===== src/hdl/spss_pkg.sv =====
package spss_pkg;

  // Number of servo channels that are smoothed.
  localparam int CHANNELS = 3;
  // Number of channels carried on the word ports.
  localparam int IO_CH = 3;

  localparam int US_W   = 12;
  localparam int FRAC_W = 8;
  localparam int POS_W  = US_W + FRAC_W;
  localparam int DB_W   = 16;
  localparam int KEEP_W = 8;
  localparam int GAIN_W = KEEP_W + 1;
  localparam int PROD_W = POS_W + GAIN_W;
  localparam int STEP_W = PROD_W - FRAC_W;

  localparam logic [US_W-1:0] CENTER_US = 12'd1500;

  // APB register file geometry.
  localparam int CFG_DATA_W = 32;
  localparam int CFG_ADDR_W = 5;
  localparam int CFG_IDX_W  = 3;

  typedef enum logic [CFG_IDX_W-1:0] {
    REG_MIN_PULSE = 3'd0,
    REG_MAX_PULSE = 3'd1,
    REG_DEADBAND  = 3'd2,
    REG_MAX_STEP  = 3'd3,
    REG_KEEP      = 3'd4
  } reg_idx_t;

  localparam logic [US_W-1:0]   RST_MIN_PULSE = 12'd550;
  localparam logic [US_W-1:0]   RST_MAX_PULSE = 12'd2400;
  localparam logic [DB_W-1:0]   RST_DEADBAND  = 16'd1024;
  localparam logic [DB_W-1:0]   RST_MAX_STEP  = 16'd3840;
  localparam logic [KEEP_W-1:0] RST_KEEP      = 8'd38;

  typedef struct packed {
    logic [US_W-1:0]   min_pulse_us;
    logic [US_W-1:0]   max_pulse_us;
    logic [DB_W-1:0]   deadband_q8;
    logic [DB_W-1:0]   max_step_q8;
    logic [KEEP_W-1:0] keep_weight;
  } cfg_t;

  // What one lane reports for the tick under way.
  typedef struct packed {
    logic [US_W-1:0] width;
    logic            changed;
  } lane_res_t;

  // One result word.
  typedef struct packed {
    logic [IO_CH-1:0][US_W-1:0] width;
    logic [IO_CH-1:0]           mask;
  } res_t;

endpackage


===== src/hdl/spss_in_if.sv =====
interface spss_in_if;
  logic                         valid;
  logic                         ready;
  logic                         cmd;
  logic [spss_pkg::US_W-1:0]    target_a;
  logic [spss_pkg::US_W-1:0]    target_b;
  logic [spss_pkg::US_W-1:0]    target_c;

  modport source (output valid, cmd, target_a, target_b, target_c, input ready);
  modport sink   (input valid, cmd, target_a, target_b, target_c, output ready);
endinterface


===== src/hdl/spss_out_if.sv =====
interface spss_out_if;
  logic                         valid;
  logic                         ready;
  logic [spss_pkg::US_W-1:0]    width_a;
  logic [spss_pkg::US_W-1:0]    width_b;
  logic [spss_pkg::US_W-1:0]    width_c;
  logic [spss_pkg::IO_CH-1:0]   changed_mask;

  modport source (output valid, width_a, width_b, width_c, changed_mask, input ready);
  modport sink   (input valid, width_a, width_b, width_c, changed_mask, output ready);
endinterface


===== src/hdl/spss_cfg_regs.sv =====
module spss_cfg_regs (
  input  logic                              clk,
  input  logic                              rst_n,
  input  logic                              psel,
  input  logic                              penable,
  input  logic                              pwrite,
  input  logic [spss_pkg::CFG_ADDR_W-1:0]   paddr,
  input  logic [spss_pkg::CFG_DATA_W-1:0]   pwdata,
  output logic [spss_pkg::CFG_DATA_W-1:0]   prdata,
  output logic                              pready,
  output spss_pkg::cfg_t                    cfg
);

  spss_pkg::cfg_t     cfg_r;
  spss_pkg::reg_idx_t idx;
  logic               wr_en;

  assign pready = 1'b1;
  assign idx    = spss_pkg::reg_idx_t'(paddr[spss_pkg::CFG_ADDR_W-1:2]);
  assign wr_en  = psel && penable && pwrite;
  assign cfg    = cfg_r;

  // Register writes land in the access phase.
  always_ff @(posedge clk) begin
    if (!rst_n) begin
      cfg_r.min_pulse_us <= spss_pkg::RST_MIN_PULSE;
      cfg_r.max_pulse_us <= spss_pkg::RST_MAX_PULSE;
      cfg_r.deadband_q8  <= spss_pkg::RST_DEADBAND;
      cfg_r.max_step_q8  <= spss_pkg::RST_MAX_STEP;
      cfg_r.keep_weight  <= spss_pkg::RST_KEEP;
    end else if (wr_en) begin
      case (idx)
        spss_pkg::REG_MIN_PULSE: cfg_r.min_pulse_us <= pwdata[spss_pkg::US_W-1:0];
        spss_pkg::REG_MAX_PULSE: cfg_r.max_pulse_us <= pwdata[spss_pkg::US_W-1:0];
        spss_pkg::REG_DEADBAND:  cfg_r.deadband_q8  <= pwdata[spss_pkg::DB_W-1:0];
        spss_pkg::REG_MAX_STEP:  cfg_r.max_step_q8  <= pwdata[spss_pkg::DB_W-1:0];
        spss_pkg::REG_KEEP:      cfg_r.keep_weight  <= pwdata[spss_pkg::KEEP_W-1:0];
        default: ;
      endcase
    end
  end

  // Read-back mux.
  always_comb begin
    case (idx)
      spss_pkg::REG_MIN_PULSE: prdata = 32'(cfg_r.min_pulse_us);
      spss_pkg::REG_MAX_PULSE: prdata = 32'(cfg_r.max_pulse_us);
      spss_pkg::REG_DEADBAND:  prdata = 32'(cfg_r.deadband_q8);
      spss_pkg::REG_MAX_STEP:  prdata = 32'(cfg_r.max_step_q8);
      spss_pkg::REG_KEEP:      prdata = 32'(cfg_r.keep_weight);
      default:                 prdata = '0;
    endcase
  end

endmodule


===== src/hdl/spss_lane.sv =====
module spss_lane (
  input  logic                          clk,
  input  logic                          rst_n,
  input  spss_pkg::cfg_t                cfg,
  input  logic                          set_en,
  input  logic                          tick_en,
  input  logic [spss_pkg::US_W-1:0]     target_in,
  output spss_pkg::lane_res_t           res
);

  logic [spss_pkg::US_W-1:0]   target_r;
  logic [spss_pkg::US_W-1:0]   target_nxt;
  logic [spss_pkg::POS_W-1:0]  pos_r;
  logic [spss_pkg::POS_W-1:0]  pos_nxt;
  logic [spss_pkg::US_W-1:0]   last_r;
  logic [spss_pkg::POS_W-1:0]  tq;
  logic                        up;
  logic [spss_pkg::POS_W-1:0]  mag;
  logic                        in_band;
  logic [spss_pkg::GAIN_W-1:0] gain;
  logic [spss_pkg::PROD_W-1:0] prod;
  logic [spss_pkg::STEP_W-1:0] step_raw;
  logic [spss_pkg::STEP_W-1:0] step_lim;
  logic [spss_pkg::STEP_W-1:0] step_fin;
  logic [spss_pkg::POS_W-1:0]  step;

  // Clamp the new target: raise to the minimum first, then lower to the maximum.
  always_comb begin
    target_nxt = target_in;
    if (target_nxt < cfg.min_pulse_us) target_nxt = cfg.min_pulse_us;
    if (target_nxt > cfg.max_pulse_us) target_nxt = cfg.max_pulse_us;
  end

  // Distance to target and its rounded, slew-limited step.
  assign tq       = {target_r, spss_pkg::FRAC_W'(0)};
  assign up       = tq >= pos_r;
  assign mag      = up ? (tq - pos_r) : (pos_r - tq);
  assign in_band  = mag < spss_pkg::POS_W'(cfg.deadband_q8);
  assign gain     = spss_pkg::GAIN_W'(256) - spss_pkg::GAIN_W'(cfg.keep_weight);
  assign prod     = spss_pkg::PROD_W'(mag) * spss_pkg::PROD_W'(gain)
                    + spss_pkg::PROD_W'(128);
  assign step_raw = prod[spss_pkg::PROD_W-1:spss_pkg::FRAC_W];
  assign step_lim = (step_raw > spss_pkg::STEP_W'(cfg.max_step_q8))
                    ? spss_pkg::STEP_W'(cfg.max_step_q8) : step_raw;
  assign step_fin = (step_lim > spss_pkg::STEP_W'(mag)) ? spss_pkg::STEP_W'(mag) : step_lim;
  assign step     = step_fin[spss_pkg::POS_W-1:0];

  always_comb begin
    if (in_band) begin
      pos_nxt = tq;
    end else if (up) begin
      pos_nxt = pos_r + step;
    end else begin
      pos_nxt = pos_r - step;
    end
  end

  assign res.width   = pos_nxt[spss_pkg::POS_W-1:spss_pkg::FRAC_W];
  assign res.changed = res.width != last_r;

  // Channel state.
  always_ff @(posedge clk) begin
    if (!rst_n) begin
      target_r <= spss_pkg::CENTER_US;
      pos_r    <= {spss_pkg::CENTER_US, spss_pkg::FRAC_W'(0)};
      last_r   <= spss_pkg::CENTER_US;
    end else begin
      if (set_en) begin
        target_r <= target_nxt;
      end
      if (tick_en) begin
        pos_r  <= pos_nxt;
        last_r <= res.width;
      end
    end
  end

  // A tick never moves the position further from its target.
  a_dist_shrinks: assert property (@(posedge clk) disable iff (!rst_n)
    tick_en && !set_en |=> mag <= $past(mag))
    else $error("lane distance to target grew on a tick");

  // A stored target never exceeds the maximum in force when it was written.
  a_target_max: assert property (@(posedge clk) disable iff (!rst_n)
    set_en |=> target_r <= $past(cfg.max_pulse_us))
    else $error("lane target above maximum");

endmodule


===== src/hdl/spss_merge.sv =====
module spss_merge (
  input  logic                                       clk,
  input  logic                                       rst_n,
  input  logic                                       push,
  input  spss_pkg::lane_res_t [spss_pkg::CHANNELS-1:0] lane_res,
  output logic                                       can_take,
  output logic                                       out_valid,
  input  logic                                       out_ready,
  output spss_pkg::res_t                             out_res
);

  spss_pkg::res_t new_res;
  spss_pkg::res_t main_r;
  spss_pkg::res_t skid_r;
  logic           main_v_r;
  logic           skid_v_r;
  logic           pop;

  // Gather the reported channels into one word; missing channels read zero.
  for (genvar i = 0; i < spss_pkg::IO_CH; i++) begin : g_col
    if (i < spss_pkg::CHANNELS) begin : g_live
      assign new_res.width[i] = lane_res[i].width;
      assign new_res.mask[i]  = lane_res[i].changed;
    end else begin : g_none
      assign new_res.width[i] = '0;
      assign new_res.mask[i]  = 1'b0;
    end
  end

  assign pop       = main_v_r && out_ready;
  assign can_take  = !skid_v_r;
  assign out_valid = main_v_r;
  assign out_res   = main_r;

  // Output register with one skid entry behind it.
  always_ff @(posedge clk) begin
    if (!rst_n) begin
      main_v_r <= 1'b0;
      skid_v_r <= 1'b0;
    end else if (skid_v_r) begin
      if (pop) begin
        main_v_r <= 1'b1;
        skid_v_r <= 1'b0;
      end
    end else if (push) begin
      if (!main_v_r || pop) begin
        main_v_r <= 1'b1;
      end else begin
        skid_v_r <= 1'b1;
      end
    end else if (pop) begin
      main_v_r <= 1'b0;
    end
  end

  always_ff @(posedge clk) begin
    if (skid_v_r) begin
      if (pop) begin
        main_r <= skid_r;
      end
    end else if (push) begin
      if (!main_v_r || pop) begin
        main_r <= new_res;
      end else begin
        skid_r <= new_res;
      end
    end
  end

  // The skid entry only fills behind a waiting word.
  a_skid_behind_main: assert property (@(posedge clk) disable iff (!rst_n)
    skid_v_r |-> main_v_r)
    else $error("skid entry valid without a main word");

  // A pushed word is always held somewhere on the next cycle.
  a_push_lands: assert property (@(posedge clk) disable iff (!rst_n)
    push |=> main_v_r)
    else $error("pushed word was lost");

endmodule


===== src/hdl/servo_pulse_slew_smoother.sv =====
// Channel   Role     Handshake        Word
// in_ch     sink     valid / ready    cmd, target_a, target_b, target_c
// out_ch    source   valid / ready    width_a, width_b, width_c, changed_mask
// APB       slave    psel / penable   min/max pulse, deadband, max step, keep weight
//
// One word is taken per cycle while in_ch.ready is high; each lane updates its channel
// in the cycle a tick is accepted, and the result is registered before out_ch shows it.
// The lane path (distance, one multiply by the gain, step clamp, add) sets the cycle time.
// Reset (rst_n low, synchronous) centers every position, target and last width.
// A two-entry output buffer keeps in_ch taking words in an out_ch stall until it fills.
module servo_pulse_slew_smoother (
  input  logic                              clk,
  input  logic                              rst_n,
  spss_in_if.sink                           in_ch,
  spss_out_if.source                        out_ch,
  input  logic                              psel,
  input  logic                              penable,
  input  logic                              pwrite,
  input  logic [spss_pkg::CFG_ADDR_W-1:0]   paddr,
  input  logic [spss_pkg::CFG_DATA_W-1:0]   pwdata,
  output logic [spss_pkg::CFG_DATA_W-1:0]   prdata,
  output logic                              pready
);

  spss_pkg::cfg_t                               cfg;
  spss_pkg::lane_res_t [spss_pkg::CHANNELS-1:0] lane_res;
  spss_pkg::res_t                               out_res;
  logic [spss_pkg::IO_CH-1:0][spss_pkg::US_W-1:0] tgt;
  logic                                         can_take;
  logic                                         acc;
  logic                                         set_en;
  logic                                         tick_en;

  spss_cfg_regs u_cfg (
    .clk     (clk),
    .rst_n   (rst_n),
    .psel    (psel),
    .penable (penable),
    .pwrite  (pwrite),
    .paddr   (paddr),
    .pwdata  (pwdata),
    .prdata  (prdata),
    .pready  (pready),
    .cfg     (cfg)
  );

  // Input word decode.
  assign in_ch.ready = can_take;
  assign acc         = in_ch.valid && can_take;
  assign set_en      = acc && !in_ch.cmd;
  assign tick_en     = acc && in_ch.cmd;
  assign tgt[0]      = in_ch.target_a;
  assign tgt[1]      = in_ch.target_b;
  assign tgt[2]      = in_ch.target_c;

  // One lane per servo channel; lanes past the word ports keep their reset target.
  for (genvar g = 0; g < spss_pkg::CHANNELS; g++) begin : g_lane
    localparam int  TIDX   = (g < spss_pkg::IO_CH) ? g : 0;
    localparam bit  HAS_IO = (g < spss_pkg::IO_CH);
    spss_lane u_lane (
      .clk       (clk),
      .rst_n     (rst_n),
      .cfg       (cfg),
      .set_en    (set_en && HAS_IO),
      .tick_en   (tick_en),
      .target_in (tgt[TIDX]),
      .res       (lane_res[g])
    );
  end

  spss_merge u_merge (
    .clk       (clk),
    .rst_n     (rst_n),
    .push      (tick_en),
    .lane_res  (lane_res),
    .can_take  (can_take),
    .out_valid (out_ch.valid),
    .out_ready (out_ch.ready),
    .out_res   (out_res)
  );

  assign out_ch.width_a      = out_res.width[0];
  assign out_ch.width_b      = out_res.width[1];
  assign out_ch.width_c      = out_res.width[2];
  assign out_ch.changed_mask = out_res.mask;

endmodule

===== src/flat_wrapper.sv =====
// flat-port wrapper written by rule: the top's interface ports become plain ports
module servo_pulse_slew_smoother_flat 
  (clk, rst_n, psel, penable, pwrite, paddr, pwdata, prdata, pready, in_ch_valid, in_ch_cmd, in_ch_target_a, in_ch_target_b, in_ch_target_c, in_ch_ready, out_ch_valid, out_ch_width_a, out_ch_width_b, out_ch_width_c, out_ch_changed_mask, out_ch_ready);
  spss_in_if in_ch_i ();
  spss_out_if out_ch_i ();
  input  logic clk;
  input  logic rst_n;
  input  logic psel;
  input  logic penable;
  input  logic pwrite;
  input  logic [spss_pkg::CFG_ADDR_W-1:0] paddr;
  input  logic [spss_pkg::CFG_DATA_W-1:0] pwdata;
  output logic [spss_pkg::CFG_DATA_W-1:0] prdata;
  output logic pready;
  input wire logic [$bits(in_ch_i.valid)-1:0] in_ch_valid;
  input wire logic [$bits(in_ch_i.cmd)-1:0] in_ch_cmd;
  input wire logic [$bits(in_ch_i.target_a)-1:0] in_ch_target_a;
  input wire logic [$bits(in_ch_i.target_b)-1:0] in_ch_target_b;
  input wire logic [$bits(in_ch_i.target_c)-1:0] in_ch_target_c;
  output wire logic [$bits(in_ch_i.ready)-1:0] in_ch_ready;
  output wire logic [$bits(out_ch_i.valid)-1:0] out_ch_valid;
  output wire logic [$bits(out_ch_i.width_a)-1:0] out_ch_width_a;
  output wire logic [$bits(out_ch_i.width_b)-1:0] out_ch_width_b;
  output wire logic [$bits(out_ch_i.width_c)-1:0] out_ch_width_c;
  output wire logic [$bits(out_ch_i.changed_mask)-1:0] out_ch_changed_mask;
  input wire logic [$bits(out_ch_i.ready)-1:0] out_ch_ready;
  assign in_ch_i.valid = in_ch_valid;
  assign in_ch_i.cmd = in_ch_cmd;
  assign in_ch_i.target_a = in_ch_target_a;
  assign in_ch_i.target_b = in_ch_target_b;
  assign in_ch_i.target_c = in_ch_target_c;
  assign in_ch_ready = in_ch_i.ready;
  assign out_ch_valid = out_ch_i.valid;
  assign out_ch_width_a = out_ch_i.width_a;
  assign out_ch_width_b = out_ch_i.width_b;
  assign out_ch_width_c = out_ch_i.width_c;
  assign out_ch_changed_mask = out_ch_i.changed_mask;
  assign out_ch_i.ready = out_ch_ready;
  servo_pulse_slew_smoother u_core (.clk(clk), .rst_n(rst_n), .in_ch(in_ch_i), .out_ch(out_ch_i), .psel(psel), .penable(penable), .pwrite(pwrite), .paddr(paddr), .pwdata(pwdata), .prdata(prdata), .pready(pready));
endmodule

===== config.mk =====
export PLATFORM = sky130hd
export DESIGN_NAME = servo_pulse_slew_smoother_flat
export DESIGN_NICKNAME = d
export VERILOG_FILES = /design/src/hdl/spss_pkg.sv /design/src/hdl/spss_in_if.sv /design/src/hdl/spss_out_if.sv /design/src/hdl/spss_cfg_regs.sv /design/src/hdl/spss_lane.sv /design/src/hdl/spss_merge.sv /design/src/hdl/servo_pulse_slew_smoother.sv /design/src/flat_wrapper.sv
export SDC_FILE = /design/constraint.sdc
export NUM_CORES = 2
export LEC_CHECK = 0
export BUFFER_PORTS_ARGS = -buffer_cell sky130_fd_sc_hd__buf_2
export CAP_MARGIN = 25
export CORE_MARGIN = 5
export CORE_UTILIZATION = 55
export CTS_BUF_LIST = sky130_fd_sc_hd__clkbuf_8
export CTS_CLUSTER_SIZE = 20
export DETAILED_ROUTE_END_ITERATION = 6
export GPL_ROUTABILITY_DRIVEN = 0
export PLACE_DENSITY_LB_ADDON = 0.15
export SLEW_MARGIN = 20
export SYNTH_ARGS = -nofsm -noshare
export SYNTH_HDL_FRONTEND = slang
export SYNTH_HIERARCHICAL = 1
export SYNTH_SLANG_ARGS = --single-unit
export TNS_END_PERCENT = 30

===== constraint.sdc =====
create_clock -name clk -period 30.2 [get_ports clk]
set_input_delay 4.53 -clock clk [delete_from_list [all_inputs] [get_ports clk]]
set_output_delay 4.53 -clock clk [all_outputs]
set_load 0.02 [all_outputs]

# [Word level (Yosys, flattened, before mapping)]
# Cells that the tools add are included.
[totals] regBits=276 in_bits=81 out_inout_bits=74 word_cells=129
[classes] add_sub_neg=16 n_mul=3 magnitude_cmp=18 eq_ne=9 mux=35 bitwise=2 n_reduce_logical=22
[op_table] op="$mux W20" n=12
[op_table] op="$sub A20 B20 Y20" n=9
[op_table] op="$mux W39" n=4
[op_table] op="$add A29 B8 Y29 const B" n=3
[op_table] op="$mul A20 B9 Y29" n=3
[op_table] op="$pmux W16 S5" n=1
[op_table] op="$mux W12" n=6
[op_table] op="$gt A21 B16 Y1" n=3
[op_table] op="$gt A21 B20 Y1" n=3
[op_table] op="$mux W21" n=3
[op_table] op="$add A20 B20 Y20" n=3
[op_table] op="$ge A20 B20 Y1" n=3
[op_table] op="$lt A20 B16 Y1" n=3
[op_table] op="$gt A12 B12 Y1" n=3
[op_table] op="$lt A12 B12 Y1" n=3
[op_table] op="$ne A12 B12 Y1" n=3
[op_table] op="$reduce_and A2 Y1" n=5
[op_table] op="$mux W1" n=9
[op_table] op="$reduce_and A3 Y1" n=3
[op_table] op="$sub A9 B8 Y9 const A" n=1
[op_table] op="$eq A3 B2 Y1 const B" n=2
[op_table] op="$logic_and A1 B1 Y1" n=6
[op_table] op="$reduce_bool A2 Y1" n=3
[op_table] op="$eq A3 B1 Y1 const B" n=1
[op_table] op="other kinds (7)" n=10

# [Depth between registers and ports, before layout]
[logic_depth] ltp_word=15 mapped_depth=78 ltp_nobuf=73

# [Hierarchy]
# Netlist, hierarchy kept.
[by_module_without_submodules] mod="spss_lane at u_core.g_lane[2].u_lane" instances=1 cells_each=1638 area_per_inst_um2=12887.4 seq_area_each_um2=640.6
[by_module_without_submodules] mod="spss_lane at u_core.g_lane[0].u_lane" instances=1 cells_each=1672 area_per_inst_um2=12857.3 seq_area_each_um2=640.6
[by_module_without_submodules] mod="spss_lane at u_core.g_lane[1].u_lane" instances=1 cells_each=1601 area_per_inst_um2=12589.6 seq_area_each_um2=640.6
[by_module_without_submodules] mod="spss_cfg_regs" instances=1 cells_each=333 area_per_inst_um2=3158.0 seq_area_each_um2=1281.2
[by_module_without_submodules] mod="spss_merge" instances=1 cells_each=136 area_per_inst_um2=3118.0 seq_area_each_um2=2382.3
[by_module_without_submodules] mod="servo_pulse_slew_smoother" instances=1 cells_each=2 area_per_inst_um2=16.3 seq_area_each_um2=0.0

# [Least setup slack after synthesis]
# No wires, ideal clock.
[synth_timing] path_kind="reg2reg" start="reg u_core/g_lane[1].u_lane/target_r[6] in the netlist's numbering" end="reg u_core.u_merge.main_r, in the netlist u_core/u_merge/out_res[1] (data pin)" setup_time_ns=0.260 arrival_time_ns=16.812 t_required_ns=29.940 setup_slack_ns=13.128 path_stages_with_launch=75 path_buffers=8 synth_period_minus_slack_ns=17.072 cell_sequence="dfxtp_1 -> inv_1 -> ha_1 -> buf_6 -> and3_1 -> a22o_1 -> a2111oi_4 -> a21o_2 -> buf_2 -> clkbuf_1 -> a21oi_1 -> xor2_1 -> nand2_1 -> fa_1 -> inv_1 -> fa_1 -> inv_1 -> fa_1 -> (+39 left out) -> ha_1 -> nor2b_1 -> o21ai_0 -> a21oi_1 -> nor4_1 -> o31ai_1 -> a2111oi_0 -> nor4_1 -> or3_1 -> a21oi_1 -> xnor2_1 -> nand3_1 -> nor2_1 -> o221ai_1 -> a211oi_1 -> nand3_1 -> mux2_4 -> mux2_4"
[synth_rtl] element="from (decl)" line_no="spss_lane.sv:11" source="logic [spss_pkg::US_W-1:0] target_r;"
[synth_rtl] element="from (signal assigned)" line_no="spss_lane.sv:64" source="target_r <= spss_pkg::CENTER_US;"
[synth_rtl] element="from (signal assigned)" line_no="spss_lane.sv:69" source="target_r <= target_nxt;"
[synth_rtl] element="to (signal assigned)" line_no="spss_merge.sv:59" source="main_r <= skid_r;"
[synth_rtl] element="to (signal assigned)" line_no="spss_merge.sv:63" source="main_r <= new_res;"
[synth_rtl] element="to (decl)" line_no="spss_merge.sv:13" source="spss_pkg::res_t main_r;"

==> flow_metrics.env <==
export IMPL_status="finished clean"
export IMPL_final_area_um2=46960
export IMPL_crit_path_end="u_core/u_merge/out_res[1]"
export IMPL_regToRegEndpoint="u_core/u_merge/out_res[1]"
export IMPL_fin_crit_ps=19650
export IMPL_finClkSkew_ps=62.93
export IMPL_worstSetupStartpoint="u_core/g_lane[1].u_lane/target_r[6]"
export IMPL_clock_fmax_mhz=50.90
export IMPL_route_detailed_drc=0
export IMPL_crit_reg2reg_launch="u_core/g_lane[1].u_lane/target_r[6]"
export IMPL_clk_path_buf_depth=3
export IMPL_yosysSeqAreaShare_pct=12.52
export IMPL_synth_top_area_cell="fa_1"
export IMPL_critPathMaxFanout=31
export IMPL_dieArea_um2=86940
export IMPL_final_util_pct=58.31
export IMPL_clock_latency_ps=630
export IMPL_placed_area_um2=46130
export IMPL_vias=39520
export IMPL_vias_per_cell=6.073
export IMPL_syn_inst=5382
export IMPL_start_util_pct=55.40
export IMPL_cts_clk_slew_worst_paths_ps=60
export IMPL_post_cts_resized=0
export IMPL_grt_setup_unrepaired="no"
export IMPL_fin_crit_sh_pct=65.06
export IMPL_grt_pass1_vias=39030
export IMPL_drt_iter0_drc=3314
export IMPL_ys_warn_count=6
export IMPL_synth_distinct_cells=146
export IMPL_overflow=0
export IMPL_wl_per_cell_um=21.70
export IMPL_synth_most_common_cell="inv_1"
export IMPL_grt_max_degree=106
export IMPL_setup_viol=0
export IMPL_nets=6434
export IMPL_ys_seq_elements=240
export IMPL_track_usage_pct=31.83
export IMPL_io_pins=155
export IMPL_grt_pass1_wl_um=219500
export IMPL_clock_root_buffer="clkbuf_8"
export IMPL_r2r_slack_ps=10550
export IMPL_max_slew_margin_rel_pct=26.28
export IMPL_path_buf_inv=3
export IMPL_arrival_ps=20020
export IMPL_cp_slowest_cell="a2111oi_0"
export IMPL_setup_tns_ps=0
export IMPL_worst_pin_slew_ps=1078
export IMPL_path_class="flop to flop"
export IMPL_firstDrtPassIters=6
export IMPL_cap_violations=0
export IMPL_drive_gt1_share_pct=9.423
export IMPL_r2r_cells=65
export IMPL_ant_nets=0
export IMPL_worstHoldPathType="flop to flop"
export IMPL_synth_area_per_cell_um2=8.292
export IMPL_syn_area_um2=44630
export IMPL_crit_family="compound AO/OA/AOI/OAI gates"
export IMPL_ys_top_cells_by_area="fa_1 17%, ha_1 16%, dfxtp_1 7.3%, edfxtp_1 5.2%, inv_1 5.2%"
export IMPL_timing_critical_path_mode_cell="ha_1"
export IMPL_synthFlopType="dfxtp_1"
export IMPL_slew_viol_final=0
export IMPL_cts_hold_buffers=0
export IMPL_cts_tree="done"
export IMPL_htree_levels=2
export IMPL_coreArea_um2=80550
export IMPL_dieWidth_um=294.9
export IMPL_cts_buffers=42
export IMPL_die_h_um=294.9
export IMPL_end_kind="flop"
export IMPL_path_depth=65
export IMPL_synth_edff_count=78
export IMPL_post_cts_buffers=0
export IMPL_crit_required_ps=30580
export IMPL_max_stage_delay_ps=980
export IMPL_synth_commonest_cells="620 x inv_1, 614 x nand2_1, 555 x ha_1, 485 x nor2_1, 387 x fa_1"
export IMPL_yosysTopAreaCellShare_pct=17.36
export IMPL_numPortBuffers=119
export IMPL_dp_hpwl_um=113700
export IMPL_hold_viol_final=0
export IMPL_routed_wl_um=141200
export IMPL_cp_start_kind="flop"
export IMPL_antenna_found_initial=7
export IMPL_area_growth_syn_to_layout_pct=5.237
export IMPL_clock_sinks=240
export IMPL_rows=104
export IMPL_async_reset_ff_share_pct=0
## layout by cell type, fill, tap and decap left out, types with 20 or more instances in the layout
cell | synthesis | final
inv_1 | 620 | 632
nand2_1 | 614 | 614
ha_1 | 555 | 555
nor2_1 | 485 | 484
fa_1 | 387 | 387
a21oi_1 | 236 | 235
o21ai_0 | 219 | 219
dfxtp_1 | 162 | 160
xnor2_1 | 150 | 146
a21o_1 | 125 | 125
buf_2 | 20 | 119
nand3_1 | 110 | 110
xor2_1 | 107 | 107
mux2i_1 | 103 | 103
buf_4 | 56 | 95
nor3_1 | 81 | 81
edfxtp_1 | 78 | 78
nor2b_1 | 74 | 74
mux2_2 | 62 | 62
nand4_1 | 60 | 60
o21a_1 | 50 | 50
o211ai_1 | 49 | 49
clkbuf_8 | 0 | 46
a31oi_1 | 46 | 46
nand2b_1 | 44 | 44
o22ai_1 | 42 | 42
and2_1 | 41 | 41
mux2_4 | 39 | 39
a211oi_1 | 32 | 32
and3_1 | 29 | 29
conb_1 | 5 | 29
nor4_1 | 29 | 28
or3_1 | 23 | 23
or2_2 | 23 | 23
a22oi_1 | 22 | 22
nor3b_1 | 21 | 21
clkinv_1 | 12 | 20
o31ai_1 | 21 | 20
## registers in the layout, summed over array words and instances, names as in the netlist
register and count:
u_core/u_cfg/cfg 64, u_core/g_lane.u_lane/pos_r 60, u_core/u_merge/out_res 39, u_core/u_merge/skid_r 39, u_core/g_lane.u_lane/target_r 36, u_core/u_merge/out_valid 1, u_core/u_merge/skid_v_r 1
## final cells by class
cell class / count / area, µm²
multi-input combinational: 4276 / 35500
fill: 7393 / 33580
sequential: 240 / 5588
inverter: 634 / 2380
timing repair buffer: 217 / 1345
tap: 1060 / 1326
clock buffer: 46 / 633.1
clock inverter: 31 / 182.7
antenna: 4 / 10.01
## metrics by stage
stage               hold slack, ps  setup WS (ps)  std cells
CTS                          544.5          10810       6503
detailed placement           533.9          10860       6426
global route                 555.8           9497       6506
finish                       543.8          10550       6508
global placement             529.2          11070       6424
floorplan                    458.4          13130       5406
## worst reg2reg max path, delay by kind of cell, from the launching register on
family,cells,cell delay (ps)
buffers and inverters,3,1020
and+or+nand+nor,17,4430
muxes,3,990
AOI/OAI and AO/OA,28,7590
xor gates and xnor gates,4,1440
DFF,1,460
adders and majority gates,10,3480
## how the worst min path moves through the flow
stage                                         startpoint                              endpoint  slack [ps]  cells past startpoint
CTS                            u_core/u_merge/skid_r[18]            u_core/u_merge/out_res[18]         540                      1
floorplan           u_core/g_lane[2].u_lane/target_r[11]  u_core/g_lane[2].u_lane/target_r[11]         460                      2
global placement               u_core/u_merge/skid_r[35]            u_core/u_merge/out_res[35]         530                      1
detailed placement             u_core/u_merge/skid_r[18]            u_core/u_merge/out_res[18]         530                      1
global route                   u_core/u_merge/skid_r[21]            u_core/u_merge/out_res[21]         560                      1
finish                         u_core/u_merge/skid_r[19]            u_core/u_merge/out_res[19]         540                      1
## layer usage
layer | global-route usage, % | vias up | share of wire [%]
met3 | 6.284 | 384 | 9.4
li1 | - | 18510 | -
met4 | 14.73 | 6 | 5.5
met2 | 51.41 | 1713 | 45
met5 | 0 | - | 0.033
met1 | 41.33 | 18910 | 41
## cells by family after synthesis
logic type                 count (synthesis)  synth area share (%)
AOI/OAI and AO/OA                       1106                 17.13
xor gates and xnor gates                 259                 5.131
adders and majority gates                942                 32.92
buffers and inverters                    890                 8.352
DFF                                      240                 12.52
muxes                                    210                 5.439
other                                      5               0.04206
and+or+nand+nor                         1730                 18.47
Power is left out: the tool's default activity adds up to more than one toggle a clock period on the data nets, which glitch-free logic cannot reach.
